## config.mk

```make
export PLATFORM = sky130hd
export DESIGN_NAME = battery_charge_supervisor
export DESIGN_NICKNAME = d
export VERILOG_FILES = /design/src/sv/bcs_pkg.sv /design/src/sv/battery_charge_supervisor.sv
export SDC_FILE = /design/constraint.sdc
export NUM_CORES = 1
export LEC_CHECK = 0
export BUFFER_PORTS_ARGS = -buffer_cell sky130_fd_sc_hd__buf_4
export CAP_MARGIN = 30
export CORE_MARGIN = 2
export CORE_UTILIZATION = 60
export DETAILED_ROUTE_END_ITERATION = 10
export PLACE_DENSITY = 0.77
export SETUP_SLACK_MARGIN = 0.15
export SYNTH_ARGS = -nofsm -noshare
export SYNTH_HDL_FRONTEND = slang
export SYNTH_SLANG_ARGS = --single-unit
```

## constraint.sdc

```tcl
create_clock -name aclk -period 17.4 [get_ports aclk]
set_clock_uncertainty 0.1 [all_clocks]
set_input_delay 0.87 -clock aclk [delete_from_list [all_inputs] [get_ports aclk]]
set_output_delay 0.87 -clock aclk [all_outputs]
set_load 0.02 [all_outputs]
```

## src/sv/bcs_pkg.sv

```systemverilog
// types, codes and microcode table of the battery charge supervisor
package bcs_pkg;

    typedef enum logic [1:0] {
        MODE_TICK       = 2'd0,
        MODE_FORCE_ON   = 2'd1,
        MODE_FORCE_OFF  = 2'd2,
        MODE_TOGGLE_AUTO = 2'd3
    } mode_t;

    typedef enum logic [2:0] {
        REG_START_PERCENT = 3'd0,
        REG_STOP_PERCENT  = 3'd1,
        REG_TEMP_LIMIT    = 3'd2,
        REG_EMPTY_CV      = 3'd3,
        REG_FULL_CV       = 3'd4,
        REG_VOLT_SCALE    = 3'd5,
        REG_TEMP_SCALE    = 3'd6
    } reg_idx_t;

    typedef logic [3:0] step_t;

    localparam step_t ST_IDLE     = 4'd0;
    localparam step_t ST_MUL_V    = 4'd1;
    localparam step_t ST_SCL_V    = 4'd2;
    localparam step_t ST_SCL_T    = 4'd3;
    localparam step_t ST_ACC_V    = 4'd4;
    localparam step_t ST_FIL_V    = 4'd5;
    localparam step_t ST_ACC_T    = 4'd6;
    localparam step_t ST_FIL_T    = 4'd7;
    localparam step_t ST_DIV_INIT = 4'd8;
    localparam step_t ST_DIV_STEP = 4'd9;
    localparam step_t ST_CTRL     = 4'd10;
    localparam step_t ST_OUT      = 4'd11;

    typedef enum logic [3:0] {
        UOP_IDLE,
        UOP_MUL_V,
        UOP_SCL_V,
        UOP_SCL_T,
        UOP_ACC_V,
        UOP_FIL_V,
        UOP_ACC_T,
        UOP_FIL_T,
        UOP_DIV_INIT,
        UOP_DIV_STEP,
        UOP_CTRL,
        UOP_OUT
    } uop_t;

    typedef enum logic [2:0] {
        COND_NEXT,
        COND_ACCEPT,
        COND_ZERO,
        COND_CLAMP,
        COND_LOOP,
        COND_DRAIN
    } ucond_t;

    typedef struct packed {
        uop_t   op;
        ucond_t cond;
        step_t  nxt;
        step_t  alt;
    } ucode_t;

    function automatic ucode_t ucode_rom(step_t step);
        ucode_t uc;
        unique case (step)
            ST_IDLE:     uc = '{op: UOP_IDLE,     cond: COND_ACCEPT, nxt: ST_MUL_V,    alt: ST_OUT};
            ST_MUL_V:    uc = '{op: UOP_MUL_V,    cond: COND_NEXT,   nxt: ST_SCL_V,    alt: ST_IDLE};
            ST_SCL_V:    uc = '{op: UOP_SCL_V,    cond: COND_NEXT,   nxt: ST_SCL_T,    alt: ST_IDLE};
            ST_SCL_T:    uc = '{op: UOP_SCL_T,    cond: COND_NEXT,   nxt: ST_ACC_V,    alt: ST_IDLE};
            ST_ACC_V:    uc = '{op: UOP_ACC_V,    cond: COND_NEXT,   nxt: ST_FIL_V,    alt: ST_IDLE};
            ST_FIL_V:    uc = '{op: UOP_FIL_V,    cond: COND_NEXT,   nxt: ST_ACC_T,    alt: ST_IDLE};
            ST_ACC_T:    uc = '{op: UOP_ACC_T,    cond: COND_NEXT,   nxt: ST_FIL_T,    alt: ST_IDLE};
            ST_FIL_T:    uc = '{op: UOP_FIL_T,    cond: COND_ZERO,   nxt: ST_DIV_INIT, alt: ST_CTRL};
            ST_DIV_INIT: uc = '{op: UOP_DIV_INIT, cond: COND_CLAMP,  nxt: ST_DIV_STEP, alt: ST_CTRL};
            ST_DIV_STEP: uc = '{op: UOP_DIV_STEP, cond: COND_LOOP,   nxt: ST_CTRL,     alt: ST_DIV_STEP};
            ST_CTRL:     uc = '{op: UOP_CTRL,     cond: COND_NEXT,   nxt: ST_OUT,      alt: ST_IDLE};
            ST_OUT:      uc = '{op: UOP_OUT,      cond: COND_DRAIN,  nxt: ST_IDLE,     alt: ST_IDLE};
            default:     uc = '{op: UOP_IDLE,     cond: COND_NEXT,   nxt: ST_IDLE,     alt: ST_IDLE};
        endcase
        return uc;
    endfunction

endpackage

```

## src/sv/battery_charge_supervisor.sv

```systemverilog
// battery charge supervisor: microcoded filter, percent and switch control
// a command goes from accept straight to the output step; a tick runs the filter program, which
// skips the divider when percent is zero or the quotient reaches 128 and else runs the 7-step divider
// items are accepted only in the idle step, paced by the single shared multiplier and the
// one-bit-per-cycle divider; next item accepted while a result waits
// reset: synchronous active-low aresetn clears filters, flags and step counter, auto on
module battery_charge_supervisor
    import bcs_pkg::*;
#(
    parameter int ADC_BITS  = 10,
    parameter int FRAC_BITS = 8
) (
    input  logic        aclk,
    input  logic        aresetn,
    input  logic        s_tvalid,
    output logic        s_tready,
    input  logic [23:0] s_tdata,  // voltage_sample, temp_sample, charge_sense_n, zero pad
    input  logic [1:0]  s_tuser,  // mode
    output logic        m_tvalid,
    input  logic        m_tready,
    output logic [31:0] m_tdata,  // percent, voltage_centivolts, temp_decidegrees,
                                  // charging, switch_on, auto_on
    input  logic        cfg_valid,
    output logic        cfg_ready,
    input  logic [2:0]  cfg_index,
    input  logic [16:0] cfg_data
);

    localparam int VW      = 10 + FRAC_BITS;
    localparam int TW      = 9 + FRAC_BITS;
    localparam int PW      = VW + 17;
    localparam int SH      = 16 - FRAC_BITS;
    localparam int SHH     = (SH == 0) ? 0 : SH - 1;
    localparam int ADC_USE = (ADC_BITS < 10) ? ADC_BITS : 10;

    localparam logic [9:0]  ADC_MASK = 10'((11'd1 << ADC_USE) - 11'd1);
    localparam logic [PW:0] SCL_HALF = (SH == 0) ? '0 : ((PW + 1)'(1) << SHH);
    localparam logic [VW:0] HALF_V   = (VW + 1)'(1) << (FRAC_BITS - 1);
    localparam logic [TW+4:0] HALF_T = (TW + 5)'(1) << (FRAC_BITS - 1);

    // configuration
    logic [6:0]  start_pct_reg, stop_pct_reg;
    logic [8:0]  temp_limit_reg;
    logic [9:0]  empty_cv_reg, full_cv_reg;
    logic [16:0] volt_scale_reg, temp_scale_reg;

    // sequencer and state
    step_t       step_reg, step_next;
    ucode_t      uc;
    logic [2:0]  cnt_reg;
    logic        primed_reg, switch_reg, auto_reg, charging_reg;
    logic [6:0]  percent_reg;
    logic [VW-1:0] vf_reg, vs_reg;
    logic [TW-1:0] tf_reg, ts_reg;

    // datapath
    logic [9:0]  vraw_reg, traw_reg;
    logic        sense_n_reg;
    logic [PW-1:0] p_reg, prod;
    logic [PW:0] acc_reg;
    logic [9:0]  den_reg;
    logic [16:0] rem_reg, den_sh_reg;
    logic [6:0]  q_reg;

    logic [VW-1:0] mul_a;
    logic [16:0] mul_b;
    logic [PW:0] sc_full, fsum, fsum_sh;
    logic [VW-1:0] vs_sat, vf_flt;
    logic [TW-1:0] ts_sat, tf_flt;
    logic [9:0]  c_val, delta;
    logic        zero_pct, clamp_pct, s_fire;
    logic [16:0] p17;
    logic [6:0]  pct_new;
    logic        sw1, sw2, sw3;
    logic [VW:0] vr, vr_sh;
    logic [9:0]  vc_sat;
    logic [TW+4:0] tf10, tdr, td_sh;
    logic [11:0] td_sat;
    logic        m_tvalid_reg;
    logic [31:0] m_tdata_reg;
    logic        out_free;

    assign cfg_ready = 1'b1;
    assign uc        = ucode_rom(step_reg);
    assign s_tready  = (uc.op == UOP_IDLE);
    assign s_fire    = s_tvalid && s_tready;
    assign out_free  = !m_tvalid_reg || m_tready;
    assign m_tvalid  = m_tvalid_reg;
    assign m_tdata   = m_tdata_reg;

    // shared multiplier operand select
    always_comb begin
        mul_a = '0;
        mul_b = '0;
        case (uc.op)
            UOP_MUL_V: begin
                mul_a = VW'(vraw_reg);
                mul_b = volt_scale_reg;
            end
            UOP_SCL_V: begin
                mul_a = VW'(traw_reg);
                mul_b = temp_scale_reg;
            end
            UOP_SCL_T: begin
                mul_a = vs_reg;
                mul_b = 17'd51;
            end
            UOP_ACC_V: begin
                mul_a = vf_reg;
                mul_b = 17'd205;
            end
            UOP_FIL_V: begin
                mul_a = VW'(ts_reg);
                mul_b = 17'd77;
            end
            UOP_ACC_T: begin
                mul_a = VW'(tf_reg);
                mul_b = 17'd179;
            end
            UOP_FIL_T: begin
                mul_a = VW'(delta);
                mul_b = 17'd100;
            end
            default: ;
        endcase
    end

    assign prod    = PW'(mul_a) * PW'(mul_b);
    assign sc_full = ({1'b0, p_reg} + SCL_HALF) >> SH;
    assign vs_sat  = (|sc_full[PW:VW]) ? '1 : sc_full[VW-1:0];
    assign ts_sat  = (|sc_full[PW:TW]) ? '1 : sc_full[TW-1:0];
    assign fsum    = acc_reg + {1'b0, p_reg};
    assign fsum_sh = fsum >> 8;
    assign vf_flt  = fsum_sh[VW-1:0];
    assign tf_flt  = fsum_sh[TW-1:0];

    assign c_val     = vf_reg[FRAC_BITS +: 10];
    assign delta     = c_val - empty_cv_reg;
    assign zero_pct  = (full_cv_reg <= empty_cv_reg) || (c_val <= empty_cv_reg);
    assign p17       = p_reg[16:0];
    assign clamp_pct = (p17 >= {den_reg, 7'b0});

    assign pct_new = (q_reg > 7'd100) ? 7'd100 : q_reg;
    assign sw1 = (pct_new <= start_pct_reg) ? 1'b1 : switch_reg;
    assign sw2 = (pct_new >= stop_pct_reg) ? 1'b0 : sw1;
    assign sw3 = (tf_reg > {temp_limit_reg, {FRAC_BITS{1'b0}}}) ? 1'b0 : sw2;

    assign vr     = {1'b0, vf_reg} + HALF_V;
    assign vr_sh  = vr >> FRAC_BITS;
    assign vc_sat = (|vr_sh[VW:10]) ? 10'd1023 : vr_sh[9:0];
    assign tf10   = ((TW + 5)'(tf_reg) << 3) + ((TW + 5)'(tf_reg) << 1);
    assign tdr    = tf10 + HALF_T;
    assign td_sh  = tdr >> FRAC_BITS;
    assign td_sat = (|td_sh[TW+4:12]) ? 12'hFFF : td_sh[11:0];

    // next step
    always_comb begin
        step_next = uc.nxt;
        unique case (uc.cond)
            COND_NEXT:   step_next = uc.nxt;
            COND_ACCEPT: begin
                if (!s_fire) begin
                    step_next = step_reg;
                end else if (mode_t'(s_tuser) == MODE_TICK) begin
                    step_next = uc.nxt;
                end else begin
                    step_next = uc.alt;
                end
            end
            COND_ZERO:   step_next = zero_pct ? uc.alt : uc.nxt;
            COND_CLAMP:  step_next = clamp_pct ? uc.alt : uc.nxt;
            COND_LOOP:   step_next = (cnt_reg != 3'd0) ? uc.alt : uc.nxt;
            COND_DRAIN:  step_next = out_free ? uc.nxt : step_reg;
            default:     step_next = ST_IDLE;
        endcase
    end

    // control state
    always_ff @(posedge aclk) begin
        if (!aresetn) begin
            step_reg       <= ST_IDLE;
            start_pct_reg  <= 7'd20;
            stop_pct_reg   <= 7'd95;
            temp_limit_reg <= 9'd45;
            empty_cv_reg   <= 10'd300;
            full_cv_reg    <= 10'd420;
            volt_scale_reg <= 17'd64205;
            temp_scale_reg <= 17'd21141;
            primed_reg     <= 1'b0;
            switch_reg     <= 1'b0;
            auto_reg       <= 1'b1;
            charging_reg   <= 1'b0;
            percent_reg    <= '0;
            vf_reg         <= '0;
            tf_reg         <= '0;
            cnt_reg        <= '0;
            m_tvalid_reg   <= 1'b0;
        end else begin
            step_reg <= step_next;
            if (cfg_valid && cfg_ready) begin
                unique case (cfg_index)
                    REG_START_PERCENT: start_pct_reg  <= cfg_data[6:0];
                    REG_STOP_PERCENT:  stop_pct_reg   <= cfg_data[6:0];
                    REG_TEMP_LIMIT:    temp_limit_reg <= cfg_data[8:0];
                    REG_EMPTY_CV:      empty_cv_reg   <= cfg_data[9:0];
                    REG_FULL_CV:       full_cv_reg    <= cfg_data[9:0];
                    REG_VOLT_SCALE:    volt_scale_reg <= cfg_data;
                    REG_TEMP_SCALE:    temp_scale_reg <= cfg_data;
                    default: ;
                endcase
            end
            if ((uc.op == UOP_OUT) && out_free) begin
                m_tvalid_reg <= 1'b1;
            end else if (m_tvalid_reg && m_tready) begin
                m_tvalid_reg <= 1'b0;
            end
            case (uc.op)
                UOP_IDLE: begin
                    if (s_fire) begin
                        case (mode_t'(s_tuser))
                            MODE_FORCE_ON:    switch_reg <= 1'b1;
                            MODE_FORCE_OFF:   switch_reg <= 1'b0;
                            MODE_TOGGLE_AUTO: auto_reg   <= !auto_reg;
                            default: ;
                        endcase
                    end
                end
                UOP_FIL_V: vf_reg <= primed_reg ? vf_flt : vs_reg;
                UOP_FIL_T: begin
                    tf_reg     <= primed_reg ? tf_flt : ts_reg;
                    primed_reg <= 1'b1;
                end
                UOP_DIV_INIT: cnt_reg <= 3'd6;
                UOP_DIV_STEP: cnt_reg <= cnt_reg - 3'd1;
                UOP_CTRL: begin
                    percent_reg  <= pct_new;
                    charging_reg <= switch_reg && !sense_n_reg;
                    if (auto_reg) begin
                        switch_reg <= sw3;
                    end
                end
                default: ;
            endcase
        end
    end

    // datapath payload
    always_ff @(posedge aclk) begin
        p_reg <= prod;
        case (uc.op)
            UOP_IDLE: begin
                if (s_fire) begin
                    vraw_reg    <= s_tdata[9:0] & ADC_MASK;
                    traw_reg    <= s_tdata[19:10] & ADC_MASK;
                    sense_n_reg <= s_tdata[20];
                end
            end
            UOP_SCL_V: vs_reg <= vs_sat;
            UOP_SCL_T: ts_reg <= ts_sat;
            UOP_ACC_V: acc_reg <= {1'b0, p_reg} + (PW + 1)'(128);
            UOP_ACC_T: acc_reg <= {1'b0, p_reg} + (PW + 1)'(128);
            UOP_FIL_T: begin
                den_reg <= full_cv_reg - empty_cv_reg;
                q_reg   <= '0;
            end
            UOP_DIV_INIT: begin
                rem_reg    <= p17;
                den_sh_reg <= {1'b0, den_reg, 6'b0};
                q_reg      <= clamp_pct ? 7'd100 : 7'd0;
            end
            UOP_DIV_STEP: begin
                if (rem_reg >= den_sh_reg) begin
                    rem_reg <= rem_reg - den_sh_reg;
                    q_reg   <= {q_reg[5:0], 1'b1};
                end else begin
                    q_reg   <= {q_reg[5:0], 1'b0};
                end
                den_sh_reg <= den_sh_reg >> 1;
            end
            UOP_OUT: begin
                if (out_free) begin
                    m_tdata_reg <= {auto_reg, switch_reg, charging_reg, td_sat, vc_sat,
                                    percent_reg};
                end
            end
            default: ;
        endcase
    end

    assert property (@(posedge aclk) disable iff (!aresetn)
        percent_reg <= 7'd100)
        else $error("percent out of range");

    assert property (@(posedge aclk) disable iff (!aresetn)
        (s_fire && (s_tuser == MODE_TICK)) |=> (step_reg == ST_MUL_V))
        else $error("tick item did not start the filter program");

    assert property (@(posedge aclk) disable iff (!aresetn)
        (s_fire && (s_tuser != MODE_TICK)) |=> ($stable(vf_reg) && $stable(tf_reg)))
        else $error("command item changed a filter");

    assert property (@(posedge aclk) disable iff (!aresetn)
        $rose(m_tvalid_reg) |-> ($past(step_reg) == ST_OUT))
        else $error("result raised outside the output step");

endmodule

```

* After elaboration in Yosys (flattened, before gate mapping)
Memory sizes are Yosys's and may differ from the RTL's. A register that Yosys moved wholly into a read port is not among the register bits.
Index checks and enable logic that the tools add are counted.
** Storage, ports and cells
- Word-level logic and storage cells :: 147
- Bits of input ports :: 51
- Bits in read-only memories :: 224
- Bits in registers :: 331
- Memories kept :: 1
- Output and inout port bits :: 35
** Memory list
- (no name shown) :: words 16, bits a word 14, read ports 1, clocked after Yosys merged registers in 1, write ports 0, line bcs_pkg.sv:69 : unique case (step)
** Cells by class
- $lt $le $gt $ge :: 8
- Eq/ne operators :: 32
- Reduce and logical (&&, ||, !) cells :: 35
- Multipliers :: 1
- Add/sub/neg operators :: 9
- Muxes and demuxes :: 30
** Operators by type and width (number)
- 18-bit case mux with 7 select lines :: 1
- 17-bit case mux with 7 select lines :: 1
- 17-bit case mux with 2 select lines :: 2
- 35-bit by 8-bit adder with 36-bit output (second input constant) :: 1
- 18-bit by 17-bit multiplier with 35-bit output :: 1
- 17-bit >= comparator :: 2
- 17-bit two-way mux :: 2
- 4-bit two-way mux :: 8
- 26-bit adder :: 1
- 4-bit case mux with 6 select lines :: 1
- 21-bit by 8-bit adder with 22-bit output (second input constant) :: 1
- 2-bit AND reduction :: 11
- 20-bit by 18-bit adder with 21-bit output :: 1
- 7-bit case mux with 3 select lines :: 1
- 10-bit <= comparator :: 2
- 10-bit subtractor :: 2
- 18-bit by 8-bit adder with 19-bit output (second input constant) :: 1
- 18-bit two-way mux :: 1
- 17-bit > comparator :: 1
- 17-bit subtractor :: 1
- 4-bit by 3-bit == test with 1-bit output (second input constant) :: 4
- 4-bit == test (second input constant) :: 4
- 3-bit == test (second input constant) :: 5
- 7-bit two-way mux :: 2
- 30 further kinds :: 58

* Logic depth before layout (Yosys ltp)
- Word-level depth :: 8
- Gate-level depth with buffers :: 34
- Mapped depth without buffers :: 34

* Worst setup path before layout
OpenSTA, ideal clock, no wires.
- Path type :: reg-to-reg
- Start :: register, netlist name uc[12]
- End :: register p_reg[28]
- Library setup time :: 0.072 ns
- Arrival :: 7.408 ns
- Data required time :: 17.228 ns
- Stages on the path, launching flop included :: 26
- Clock period less this slack :: 7.580 ns
- Slack :: 9.820 ns
- Path through :: dfxtp_1 buf_2 nand2_1 nor3_1 clkbuf_1 a22oi_1 or2_2 fa_1 fa_1 inv_1 fa_1 fa_1 fa_1 inv_1 fa_1 inv_1 ha_1 o21ai_0 a21oi_1 o31ai_1 a21oi_1 o21a_1 nor3_1 o21bai_1 a21oi_1 xnor2_1
** Between the ends
- Word-level cells in the longest chain between the ends :: 3
** Ends and longest elaborated chain
- 4-bit by 3-bit == test with 1-bit output, or another cell as far along :: line battery_charge_supervisor.sv:95 : case (uc.op)
- 18-bit case mux with 7 select lines / 17-bit case mux with 7 select lines (equally long branches) :: line battery_charge_supervisor.sv:95
- 18-bit by 17-bit multiplier with 35-bit output (*) :: line battery_charge_supervisor.sv:128 : assign prod = PW'(mul_a) * PW'(mul_b);
- net prod[28] :: line battery_charge_supervisor.sv:59 : logic [PW-1:0] p_reg, prod;
- to (signal assigned) :: line battery_charge_supervisor.sv:249 : p_reg <= prod;
- to (decl) :: line battery_charge_supervisor.sv:59
Mark *: on every way through the listed nets, which the timed path passes. The rest lies on a longest branch.
A chain may end at the register's enable or synchronous reset.

* Worst setup path after layout
- Start :: register, netlist name uc[11]
- End :: register p_reg[29]
** Between the ends
- Word-level cells in the longest chain between the ends :: 3
** Ends and longest elaborated chain (line)
- 4-bit by 3-bit == test with 1-bit output, or another cell as far along :: battery_charge_supervisor.sv:95
- 18-bit case mux with 7 select lines / 17-bit case mux with 7 select lines (equally long branches) :: battery_charge_supervisor.sv:95
- 18-bit by 17-bit multiplier with 35-bit output (*) :: battery_charge_supervisor.sv:128
- net prod[29] :: battery_charge_supervisor.sv:59
Marks and branches as above.

==> impl_results.md <==
* Placed cell count at 3600
* Commonest non-fill, non-tap cells in the layout: inv_1, nand2_1, fa_1
* Initial antenna violation count at 0
* R2r endpoint: p_reg[29]
* Die height at 217 um
* DRT Pass-1 Iters at 6
* Main flop type after synthesis: dfxtp_1
* DR WL/cell at about 20 um
* Initial cell density of the core at 0.612
* Crit path time final at 9.18 ns
* Cell area after synthesis at roughly 27000 sq um
* Cts repair resizes at 0
* RSZ-0062 raised after global routing: no
* Crit Path Category: reg -> reg
* Final worst-path cycle share at 0.528
* R2R setup slack at between 8 and 9 ns
* Post-Layout Cell Count at roughly 3700
* Power per cell area at 126 nW/um^2
* Final instance area at ~30000 sq um
* Clock power share at 0.212
* Leakage at 13.6 nW
* Post-DP HPWL at around 56000 um
* Hold Crit Depth at 0
* Status: complete, no violations
* CTS sink count at approximately 340
* Final setup fails at 0
* DIE WIDTH at 217 um
* Largest net degree at the start of global routing at 94
* HP Class: reg -> reg
* Core Rows at 77
* Worst VDD drop at between 0.1 and 0.15 mV
* Most common cell after layout, fill and taps aside: inv_1
* Slew headroom at 0.167
* Final Power at 3.77 mW
* First-pass GRT wire length at ~120000 um
* Post-CTS Setup Bufs at 0
* Core Area at 44400 sq um
* Total grt overflow at 0
* Hold-fix buffers, CTS at 0
* DRT antenna net count at 0
* Synth Warn # at 0
* Netlist cell types at 77
* Ant diodes at 0
* First DRT Iteration DRCs at ~2100
* CP Max Fanout at 40
* Hold Fails Final Rpt at 0
* Worst Max-Slew Pin Slew at roughly 1.3 ns
* RePlAce Congestion at approximately 1
* Setup crit end kind: flip-flop
* Fillers at between 3000 and 4000
* Logic gate share of total power at 0.494
* Worst reg2reg startpoint: uc[11]
* WHS Endpoint: m_tdata[5]
* Worst hold slack at 0.337 ns
* Via count at 21789
* Total die area at around 47000 sq um
* Crit start category: flip-flop
* Max-cap violation count at 0
* Yosys reg bits at 344
* Final wirelength at around 73000 um
* Fraction of layout cells with a size suffix above 1 at 0.0676
* Flip-flop count of the largest register after layout at 35
* DRC viols at 0
* Top Ports at 86
* DP Area at between 20000 and 30000 sq um
* Total GRT Usage at 0.316
* Setup TNS at 0 ns
* WP data required at about 18 ns
* Flop pwr share at 0.294
* Internal power at around 2.2 mW
* Syn avg cell area at about 9 sq um
* Crit path DAT at ~9.5 ns
* Max Clk Rate at 109 MHz
* Switching share of power at 0.425
* Post-Synthesis Cells at between 2000 and 3000
* Area grow syn2layout at 9.92%
* Htree depth at 2
* CTS tree: built
* Clock Tree Buf Depth at 3
* Clock transition at path regs at around 0.060 ns
* Final-report max-slew violation count at 0
* Sw Pwr at about 1.6 mW
* Post-synthesis async set-or-reset flop share at 0
* Sequential element share of the synthesized area at 0.314
* Vias in the first global route at about 22000
* Reg2Reg Depth at 24
* Port Buffers at 81
* CTS buffer count at 39
* Clk Latency, worst-skew pair at 0.57 ns
* Vias per Instance at 5.94
* HP Start: percent_reg[5]
* Final net count at 3581
* Root Driver: clkbuf_16
* Number of synthesized flops with an enable pin at between 150 and 200
synthesized netlist by cell type, types with 7 or more instances:
cell type | count | area share
nand2b_1 | 60 | 0.014
o211ai_1 | 20 | 0.0055
a21boi_0 | 54 | 0.015
o21bai_1 | 11 | 0.0030
mux2i_1 | 8 | 0.0029
buf_2 | 8 | 0.0015
fa_1 | 242 | 0.18
nand3_1 | 86 | 0.016
xnor2_1 | 54 | 0.017
and3_1 | 19 | 0.0044
nand4_1 | 23 | 0.0053
a21o_1 | 30 | 0.0083
nor3_1 | 42 | 0.0077
a22o_1 | 11 | 0.0035
inv_1 | 444 | 0.061
or3_1 | 10 | 0.0023
and2_1 | 19 | 0.0044
buf_1 | 9 | 0.0012
xor2_1 | 41 | 0.013
a21oi_1 | 86 | 0.016
ha_1 | 238 | 0.11
or2_2 | 7 | 0.0016
nand2_1 | 404 | 0.056
a22oi_1 | 61 | 0.017
o31ai_1 | 8 | 0.0022
clkbuf_1 | 84 | 0.012
nor2b_1 | 33 | 0.0076
a211oi_1 | 9 | 0.0025
o21a_1 | 22 | 0.0061
nor2_1 | 165 | 0.023
a31oi_1 | 44 | 0.010
edfxtp_1 | 164 | 0.18
o21ai_0 | 133 | 0.024
dfxtp_1 | 180 | 0.13
metrics by stage:
step / utilization / setup WS [ns]
after floorplan: - / 9.82
after global placement: 0.645 / 8.49
after detailed placement: 0.645 / 8.41
after CTS: 0.672 / 8.38
after global routing: 0.672 / 7.99
final: 0.672 / 8.22
logic make-up after synthesis:
family | count (synthesis) | synth area share
flops | 344 | 0.314
simple gates | 895 | 0.151
buf+inv | 547 | 0.0764
mux | 11 | 0.00419
compound gates | 555 | 0.136
fa+ha+maj | 480 | 0.288
xor+xnor | 95 | 0.0306
other cells | 2 | 0.000276
power by group through the flow:
| stage | clock [mW] | sequential, mW | combinational (mW) |
|---|---|---|---|
| after global placement | 0 | 1.11 | 1.72 |
| after detailed placement | 0 | 1.12 | 1.77 |
| final | 0.798 | 1.11 | 1.86 |
| after floorplan | 0 | 1.07 | 1.36 |
| after CTS | 0.803 | 1.10 | 1.80 |
| after global routing | 0.833 | 1.11 | 2.09 |
worst max path at each step:
stage	start	slack [ns]	to
6_report	uc[11]	8.22	p_reg[29]
5_1_grt	uc[13]	7.99	p_reg[29]
4_1_cts	uc[11]	8.38	p_reg[29]
3_5_place_dp	uc[11]	8.41	p_reg[29]
3_3_place_gp	uc[11]	8.49	p_reg[29]
2_1_floorplan	uc[12]	9.82	p_reg[28]
layer usage:
metal,vias up,wire (um),global-route usage
met3,207,6910,0.0646
met4,0,3220,0.139
met5,-,0,0
li1,9986,-,-
met2,989,33800,0.516
met1,10607,29200,0.408
worst max-delay path: stages (launching register included):
cell and delay (ns):
dfxtp_1 0.89, inv_1 0.18, nand2_1 0.33, nor3_2 0.06, buf_4 0.34, a22oi_1 0.26
nand4_1 0.71, inv_1 0.61, nor2_1 0.13, fa_1 0.56, fa_1 0.53, fa_1 0.52
fa_1 0.52, fa_1 0.54, inv_1 0.05, fa_1 0.56, inv_1 0.05, ha_1 0.39
a21oi_1 0.17, o21ai_0 0.12, o41ai_1 0.45, nand4_1 0.23, a31oi_1 0.30, o21ai_0 0.22
xor2_1 0.19
cell type report:
| type | count | area [sq um] | area share |
|---|---|---|---|
| clock inverters | 13 | 73.8 | 0.00247 |
| clock buffers | 57 | 1130 | 0.0380 |
| repair buffers | 112 | 838 | 0.0281 |
| multi-input cells | 2109 | 16900 | 0.565 |
| flip-flops and latches | 344 | 8530 | 0.286 |
| well taps | 592 | 741 | 0.0248 |
| inverters | 444 | 1670 | 0.0558 |
No activity file was read; power rests on OpenSTA's default activity.
